==> config.mk <==
export PLATFORM = sky130hd
export DESIGN_NAME = gamma_pwm_shift_frame
export DESIGN_NICKNAME = d
export VERILOG_FILES = /design/src/hw/rtl/gps_pkg.sv /design/src/hw/rtl/gamma_pwm_shift_frame.sv /design/src/hw/rtl/gps_front.sv /design/src/hw/rtl/gps_queue.sv /design/src/hw/rtl/gps_back.sv
export VERILOG_INCLUDE_DIRS = /design/src /design/src/hw/rtl
export SDC_FILE = /design/constraint.sdc
export NUM_CORES = 2
export LEC_CHECK = 0
export BUFFER_PORTS_ARGS = -buffer_cell sky130_fd_sc_hd__buf_2
export CAP_MARGIN = 15
export CORE_UTILIZATION = 25
export CTS_CLUSTER_DIAMETER = 60
export CTS_CLUSTER_SIZE = 40
export DETAILED_ROUTE_END_ITERATION = 8
export PLACE_DENSITY = 0.41
export SLEW_MARGIN = 0
export SYNTH_ARGS = -nofsm -noshare
export SYNTH_HDL_FRONTEND = slang
export SYNTH_SLANG_ARGS = --single-unit
==> constraint.sdc <==
create_clock -name clk -period 9.8 [get_ports clk]
set_input_delay 1.47 -clock clk [delete_from_list [all_inputs] [get_ports clk]]
set_output_delay 1.47 -clock clk [all_outputs]
set_load 0.005 [all_outputs]
==> src/hw/rtl/gamma_pwm_shift_frame_defines.svh <==
// assertion macros for the led pwm frame driver
`ifndef GAMMA_PWM_SHIFT_FRAME_DEFINES_SVH
`define GAMMA_PWM_SHIFT_FRAME_DEFINES_SVH

`ifndef SYNTHESIS
// same-cycle implication, checked outside reset
`define GPS_ASSERT_IMPL(label, clk, rst, ante, cons) \
  label: assert property (@(posedge clk) disable iff (rst) (ante) |-> (cons)) \
    else $error("gps implication check failed");
// next-cycle implication, checked outside reset
`define GPS_ASSERT_NEXT(label, clk, rst, ante, cons) \
  label: assert property (@(posedge clk) disable iff (rst) (ante) |=> (cons)) \
    else $error("gps next-cycle check failed");
`else
`define GPS_ASSERT_IMPL(label, clk, rst, ante, cons)
`define GPS_ASSERT_NEXT(label, clk, rst, ante, cons)
`endif

`endif

==> src/hw/rtl/gps_pkg.sv <==
// shared types, codes and gamma table for the led pwm frame driver
`default_nettype none
package gps_pkg;

  localparam int IDX_W = 5;

  localparam logic ACT_WRITE = 1'b0;
  localparam logic ACT_TICK  = 1'b1;

  typedef struct packed {
    logic             action;
    logic [IDX_W-1:0] led_index;
    logic [7:0]       brightness;
  } req_t;

  typedef struct packed {
    logic [7:0] shift_byte;
    logic       last_byte;
  } rsp_t;

  typedef struct packed {
    logic full;
    logic not_empty;
  } q_stat_t;

  localparam logic [7:0] GAMMA_LUT [256] = '{
    8'd0,   8'd0,   8'd0,   8'd0,   8'd0,   8'd0,   8'd0,   8'd0,
    8'd0,   8'd0,   8'd0,   8'd0,   8'd0,   8'd0,   8'd0,   8'd0,
    8'd0,   8'd0,   8'd0,   8'd0,   8'd0,   8'd0,   8'd0,   8'd0,
    8'd1,   8'd1,   8'd1,   8'd1,   8'd1,   8'd1,   8'd1,   8'd1,
    8'd1,   8'd1,   8'd1,   8'd1,   8'd2,   8'd2,   8'd2,   8'd2,
    8'd2,   8'd2,   8'd2,   8'd2,   8'd3,   8'd3,   8'd3,   8'd3,
    8'd3,   8'd3,   8'd4,   8'd4,   8'd4,   8'd4,   8'd5,   8'd5,
    8'd5,   8'd5,   8'd5,   8'd6,   8'd6,   8'd6,   8'd6,   8'd7,
    8'd7,   8'd7,   8'd8,   8'd8,   8'd8,   8'd9,   8'd9,   8'd9,
    8'd10,  8'd10,  8'd10,  8'd11,  8'd11,  8'd11,  8'd12,  8'd12,
    8'd13,  8'd13,  8'd13,  8'd14,  8'd14,  8'd15,  8'd15,  8'd16,
    8'd16,  8'd17,  8'd17,  8'd18,  8'd18,  8'd19,  8'd19,  8'd20,
    8'd20,  8'd21,  8'd21,  8'd22,  8'd22,  8'd23,  8'd24,  8'd24,
    8'd25,  8'd25,  8'd26,  8'd27,  8'd27,  8'd28,  8'd29,  8'd29,
    8'd30,  8'd31,  8'd31,  8'd32,  8'd33,  8'd34,  8'd34,  8'd35,
    8'd36,  8'd37,  8'd38,  8'd38,  8'd39,  8'd40,  8'd41,  8'd42,
    8'd42,  8'd43,  8'd44,  8'd45,  8'd46,  8'd47,  8'd48,  8'd49,
    8'd50,  8'd51,  8'd52,  8'd53,  8'd54,  8'd55,  8'd56,  8'd57,
    8'd58,  8'd59,  8'd60,  8'd61,  8'd62,  8'd63,  8'd64,  8'd65,
    8'd66,  8'd68,  8'd69,  8'd70,  8'd71,  8'd72,  8'd73,  8'd75,
    8'd76,  8'd77,  8'd78,  8'd80,  8'd81,  8'd82,  8'd84,  8'd85,
    8'd86,  8'd88,  8'd89,  8'd90,  8'd92,  8'd93,  8'd94,  8'd96,
    8'd97,  8'd99,  8'd100, 8'd102, 8'd103, 8'd105, 8'd106, 8'd108,
    8'd109, 8'd111, 8'd112, 8'd114, 8'd115, 8'd117, 8'd119, 8'd120,
    8'd122, 8'd124, 8'd125, 8'd127, 8'd129, 8'd130, 8'd132, 8'd134,
    8'd136, 8'd137, 8'd139, 8'd141, 8'd143, 8'd145, 8'd146, 8'd148,
    8'd150, 8'd152, 8'd154, 8'd156, 8'd158, 8'd160, 8'd162, 8'd164,
    8'd166, 8'd168, 8'd170, 8'd172, 8'd174, 8'd176, 8'd178, 8'd180,
    8'd182, 8'd184, 8'd186, 8'd188, 8'd191, 8'd193, 8'd195, 8'd197,
    8'd199, 8'd202, 8'd204, 8'd206, 8'd209, 8'd211, 8'd213, 8'd215,
    8'd218, 8'd220, 8'd223, 8'd225, 8'd227, 8'd230, 8'd232, 8'd235,
    8'd237, 8'd240, 8'd242, 8'd245, 8'd247, 8'd250, 8'd252, 8'd255
  };

endpackage
`default_nettype wire

==> src/hw/rtl/gamma_pwm_shift_frame.sv <==
// top level of the gamma corrected pwm led frame driver
//
//   channel | valid     | stall     | payload
//   --------+-----------+-----------+---------------------------------------
//   request | req_valid | req_stall | req : action, led_index, brightness
//   result  | rsp_valid | rsp_stall | rsp : shift_byte, last_byte
//
// a write request gives no result
// a tick request yields (NUM_LEDS+7)/8 result bytes, one per cycle while rsp_stall
//   is low, through the single back-end byte port
// the front keeps accepting while the two-entry frame queue has room
// rst clears the whole brightness store and the phase
// a stalled result holds in the output register; the queue absorbs two frames
`default_nettype none
`include "gamma_pwm_shift_frame_defines.svh"
module gamma_pwm_shift_frame #(
  parameter int NUM_LEDS    = 24,
  parameter int PHASE_STEPS = 128
) (
  input  wire logic          clk,
  input  wire logic          rst,
  input  wire logic          req_valid,
  output logic               req_stall,
  input  wire gps_pkg::req_t req,
  output logic               rsp_valid,
  input  wire logic          rsp_stall,
  output gps_pkg::rsp_t      rsp
);

  localparam int NB = (NUM_LEDS + 7) / 8;
  localparam int FW = NB * 8;

  // frame bits from front to queue, and queue head to back
  logic [FW-1:0]       push_frame;
  logic [NB-1:0][7:0]  head;
  logic                q_push;
  logic                q_pop;
  gps_pkg::q_stat_t    q_stat;

  // front: stores brightness writes, turns a tick into a frame of led bits
  gps_front #(
    .NUM_LEDS    (NUM_LEDS),
    .PHASE_STEPS (PHASE_STEPS)
  ) u_front (
    .clk       (clk),
    .rst       (rst),
    .req_valid (req_valid),
    .req_stall (req_stall),
    .req       (req),
    .q_stat    (q_stat),
    .q_push    (q_push),
    .q_frame   (push_frame)
  );

  // short queue decouples tick acceptance from byte drain
  gps_queue #(
    .WIDTH (FW)
  ) u_queue (
    .clk       (clk),
    .rst       (rst),
    .push      (q_push),
    .push_data (push_frame),
    .pop       (q_pop),
    .head      (head),
    .stat      (q_stat)
  );

  // back: emits the frame bytes through the output register
  gps_back #(
    .NUM_LEDS (NUM_LEDS)
  ) u_back (
    .clk       (clk),
    .rst       (rst),
    .head      (head),
    .q_stat    (q_stat),
    .q_pop     (q_pop),
    .rsp_valid (rsp_valid),
    .rsp_stall (rsp_stall),
    .rsp       (rsp)
  );

  // never push into a full queue
  `GPS_ASSERT_IMPL(a_no_overflow, clk, rst, q_push, !q_stat.full)
  // a pushed frame is visible to the back next cycle
  `GPS_ASSERT_NEXT(a_push_seen, clk, rst, q_push, q_stat.not_empty)
  // a result only starts from a queued frame
  `GPS_ASSERT_IMPL(a_rsp_from_queue, clk, rst, $rose(rsp_valid), $past(q_stat.not_empty))
  // pop only when a frame is there
  `GPS_ASSERT_IMPL(a_no_underflow, clk, rst, q_pop, q_stat.not_empty)

endmodule
`default_nettype wire

==> src/hw/rtl/gps_front.sv <==
// front end: brightness store, pwm phase and per-tick led bit frame
`default_nettype none
module gps_front #(
  parameter int NUM_LEDS    = 24,
  parameter int PHASE_STEPS = 128
) (
  input  wire logic                 clk,
  input  wire logic                 rst,
  input  wire logic                 req_valid,
  output logic                      req_stall,
  input  wire gps_pkg::req_t        req,
  input  wire gps_pkg::q_stat_t     q_stat,
  output logic                      q_push,
  output logic [((NUM_LEDS+7)/8)*8-1:0] q_frame
);

  localparam int NB = (NUM_LEDS + 7) / 8;
  localparam int FW = NB * 8;
  localparam int LW = (NUM_LEDS > 1) ? $clog2(NUM_LEDS) : 1;
  localparam int PW = (PHASE_STEPS > 1) ? $clog2(PHASE_STEPS) : 1;

  logic [7:0]    store [NUM_LEDS];
  logic [PW-1:0] phase;
  logic          accept;
  logic          wr_en;
  logic [LW-1:0] wr_idx;

  assign req_stall = q_stat.full;
  assign accept    = req_valid && !req_stall;
  assign q_push    = accept && (req.action == gps_pkg::ACT_TICK);
  assign wr_en     = accept && (req.action == gps_pkg::ACT_WRITE) &&
                     (32'(req.led_index) < 32'(NUM_LEDS));
  assign wr_idx    = LW'(req.led_index);

  always_ff @(posedge clk) begin
    if (rst) begin
      for (int i = 0; i < NUM_LEDS; i++) begin
        store[i] <= 8'd0;
      end
    end else if (wr_en) begin
      store[wr_idx] <= req.brightness;
    end
  end

  always_ff @(posedge clk) begin
    if (rst) begin
      phase <= '0;
    end else if (q_push) begin
      if (phase == PW'(PHASE_STEPS - 1)) begin
        phase <= '0;
      end else begin
        phase <= phase + 1'b1;
      end
    end
  end

  // led on while phase is below its corrected level; pad bits stay off
  for (genvar g = 0; g < FW; g++) begin : g_bit
    if (g < NUM_LEDS) begin : g_led
      assign q_frame[g] = 9'(phase) < 9'(gps_pkg::GAMMA_LUT[store[g]]);
    end else begin : g_pad
      assign q_frame[g] = 1'b0;
    end
  end

endmodule
`default_nettype wire

==> src/hw/rtl/gps_queue.sv <==
// two-entry frame queue between front and back
`default_nettype none
module gps_queue #(
  parameter int WIDTH = 24
) (
  input  wire logic             clk,
  input  wire logic             rst,
  input  wire logic             push,
  input  wire logic [WIDTH-1:0] push_data,
  input  wire logic             pop,
  output logic [WIDTH-1:0]      head,
  output gps_pkg::q_stat_t      stat
);

  logic [WIDTH-1:0] mem [2];
  logic             wp;
  logic             rp;
  logic [1:0]       cnt;

  assign stat.full      = (cnt == 2'd2);
  assign stat.not_empty = (cnt != 2'd0);
  assign head           = mem[rp];

  always_ff @(posedge clk) begin
    if (push) begin
      mem[wp] <= push_data;
    end
  end

  always_ff @(posedge clk) begin
    if (rst) begin
      wp  <= 1'b0;
      rp  <= 1'b0;
      cnt <= 2'd0;
    end else begin
      if (push) begin
        wp <= ~wp;
      end
      if (pop) begin
        rp <= ~rp;
      end
      unique case ({push, pop})
        2'b10:   cnt <= cnt + 2'd1;
        2'b01:   cnt <= cnt - 2'd1;
        default: cnt <= cnt;
      endcase
    end
  end

endmodule
`default_nettype wire

==> src/hw/rtl/gps_back.sv <==
// back end: splits a frame into shift bytes, highest group first
`default_nettype none
module gps_back #(
  parameter int NUM_LEDS = 24
) (
  input  wire logic                          clk,
  input  wire logic                          rst,
  input  wire logic [(NUM_LEDS+7)/8-1:0][7:0] head,
  input  wire gps_pkg::q_stat_t              q_stat,
  output logic                               q_pop,
  output logic                               rsp_valid,
  input  wire logic                          rsp_stall,
  output gps_pkg::rsp_t                      rsp
);

  localparam int NB = (NUM_LEDS + 7) / 8;
  localparam int GW = (NB > 1) ? $clog2(NB) : 1;

  logic [GW-1:0] grp;
  logic          load;
  logic          last;

  assign load  = q_stat.not_empty && (!rsp_valid || !rsp_stall);
  assign last  = (grp == '0);
  assign q_pop = load && last;

  always_ff @(posedge clk) begin
    if (rst) begin
      rsp_valid <= 1'b0;
      grp       <= GW'(NB - 1);
    end else if (load) begin
      rsp_valid <= 1'b1;
      if (last) begin
        grp <= GW'(NB - 1);
      end else begin
        grp <= grp - 1'b1;
      end
    end else if (!rsp_stall) begin
      rsp_valid <= 1'b0;
    end
  end

  always_ff @(posedge clk) begin
    if (load) begin
      rsp.shift_byte <= head[grp];
      rsp.last_byte  <= last;
    end
  end

endmodule
`default_nettype wire
==> results.json <==
{
  "status": "finished clean",
  "routedWlPerCell_um": 20.33,
  "ys.flop_type": "edfxtp_1",
  "hold_depth": 2,
  "cts_htree_levels": 1,
  "cts.sinks": 264,
  "fmax_ghz": 0.2239,
  "syn_nets": 7423,
  "worstHoldStart": "u_queue.rp",
  "p_per_area_mw_per_mm2": 78.38,
  "finalHoldViolCount": 0,
  "grt_max_degree": 63,
  "die_h_um": 443.8,
  "cts_setup_buffers": 0,
  "hpwl_mm": 119.3,
  "clock_latency_ps": 610,
  "critPathMaxFanout": 16,
  "cellLeakagePower_nw": 18.56,
  "postSynthCellCount": 6921,
  "yosysUniqueCellTypes": 89,
  "use_met3_pct": 0.9779,
  "setup_viol_count_final": 0,
  "drv_cap": 0,
  "cts-root-buf": "clkbuf_16",
  "relSlewSlack_pct": 29.37,
  "grt_pass1_wl_mm": 284.0,
  "ioPinCount": 29,
  "core_area_mm2": 0.1932,
  "cts_buffers": 27,
  "routabilityCongestion": 0.8461,
  "die_w_um": 443.8,
  "cts_tree": "built",
  "grtUsageTotal_pct": 17.54,
  "crit_start": "u_front.store[5][1]",
  "worst_pin_slew_ps": 1059,
  "io_buffer_count": 28,
  "cp-start-kind": "flip-flop",
  "r2r_end": "u_queue.mem[0][5]",
  "drt_iter0_drc": 5163,
  "initial_utilization_pct": 25.26,
  "rsz0062_at_grt": "false",
  "path_clk_slew_ps": 80,
  "worstPathArrival_ps": 4830,
  "dieArea_mm2": 0.1970,
  "ys_seq_elements": 264,
  "synth-edff-count": 249,
  "cts.repair.resized": 0,
  "vias": 51480,
  "end_kind": "flip-flop",
  "antenna_found_initial": 16,
  "r2r_slack_ps": 5330,
  "overflow": 0,
  "ir_worst_vdd_mv": 0.1071,
  "period_share_pct": 45.58,
  "drcViolationCount": 0,
  "mostFrequentLayoutCells": "708 x a21oi_1, 683 x nand2_1, 642 x nor2_1, 633 x o21ai_0, 484 x ha_1",
  "hold_class": "flip-flop to flip-flop",
  "finish.net_count": 6936,
  "avgSynthCellArea_um2": 7.052,
  "pre_cts_ws_ps": 5135,
  "fillerInstances": 21110,
  "cts_buffer_depth": 3,
  "fin_skew_ps": 42.87,
  "cp.required_ps": 10170,
  "period_minus_slack_ps": 4467,
  "ctsHoldBuffers": 0,
  "grt_use_met1_pct": 24.92,
  "wl_mm": 182.8,
  "synth-seq-area-share_pct": 15.94,
  "synth-warning-count": 0,
  "grtUsageMet2_pct": 28.58,
  "setup_ws_ps": 5333,
  "critPathKind": "flip-flop to flip-flop",
  "ant_nets": 0,
  "busiest_layer": "met2",
  "synthToLayoutAreaGrowth_pct": 5.322,
  "final_common_cell": "a21oi_1",
  "fin_util_pct": 26.61,
  "drive_gt1_share_pct": 5.531,
  "rows": 161,
  "synth_area_mm2": 0.04881,
  "timing.hold.ws_ps": 528.3,
  "r2r-start": "u_front.store[5][1]",
  "setup_tns_ps": 0,
  "vias_per_cell": 5.727,
  "reg2reg_depth": 13,
  "grt_pass1_vias": 47330,
  "drtPass1Iterations": 6,
  "maxSlewViolCount": 0,
  "synth_async_sr_flop_share_pct": 0
}
layer usage:
metal	vias to the layer above	part of all wire (%)
li1	24910	-
met1	24740	46
met2	1646	47
met3	177	4.7
met4	0	2.2
met5	-	0
state kept, by name, summed over array words and instances (netlist names), named ones only:
name,flops
u_front.store,192
u_queue.cnt,2
u_back.rsp,9
u_back.grp,2
u_front.phase,7
u_back.rsp_valid,1
u_queue.mem,48
u_queue.wp,1
u_queue.rp,1
power breakdown:
group	switching, W	leakage, nW	internal [W]
logic	0.000981	15.6	0.000550
registers	0.000106	2.53	0.00129
clock network	0.000516	0.456	0.000591
total	0.00160	18.6	0.00243
logic make-up after synthesis:
group / count (synthesis) / share of synthesized area, %
AOI/OAI and AO/OA: 2674 / 35.19
xor gates and xnor gates: 54 / 0.9690
adders and majority gates: 484 / 12.41
buffers and inverters: 872 / 6.893
DFF: 264 / 15.94
muxes: 164 / 5.061
and+or+nand+nor: 2409 / 23.54
area by class of cell:
cell class | count | area (um2) | area share, %
Multi-Input combinational cell | 5785 | 37680 | 73.30
Sequential cell | 264 | 7804 | 15.18
Tap cell | 2526 | 3161 | 6.148
Timing Repair Buffer | 144 | 1011 | 1.967
Inverter | 212 | 795.8 | 1.548
Clock buffer | 31 | 700.7 | 1.363
Clock inverter | 18 | 235.2 | 0.4576
Antenna cell | 8 | 20.02 | 0.03894
worst max path at each step:
stage	to	slack, ps	cells past startpoint
2_1_floorplan	u_queue.mem[0][1]	5950	15
6_report	u_queue.mem[0][5]	5330	13
3_5_place_dp	u_front.store[19][1]	5130	8
4_1_cts	u_queue.mem[1][5]	5350	13
3_3_place_gp	u_front.store[19][4]	5180	8
5_1_grt	u_queue.mem[1][18]	4960	16
synthesized netlist by cell type (147+ instances only):
library cell	count	share of area, %
a21oi_1	709	7.3
nand2_1	683	5.3
nor2_1	643	4.9
o21ai_0	633	6.5
clkbuf_1	498	3.8
ha_1	484	12
edfxtp_1	249	15
and2_1	218	2.8
a211oi_1	215	3.3
inv_1	182	1.4
nand2b_1	179	2.3
nand3_1	158	1.6
a31oi_1	154	2.0
o211ai_1	154	2.4
nor3_1	147	1.5
per-stage QoR:
step,std cells,power (W),cell area (um2)
4_1_cts,8980,0.004046,51380
2_1_floorplan,6921,0.002495,48810
3_3_place_gp,8931,0.002942,50450
3_5_place_dp,8931,0.002928,50450
6_report,8988,0.004029,51400
5_1_grt,8984,0.004272,51390
worst max-delay path, stage by stage (launching register included):
cell and delay, ps:
edfxtp_1 730, inv_1 310, ha_1 540, mux4_2 500, mux4_2 480, o21ai_0 160
a21oi_1 90, ha_1 230, nor3_1 170, o21ai_1 90, a31oi_1 160, o31ai_1 90
a311o_1 330, a21oi_1 360
Note: power is estimated with default switching activity, not from simulation.
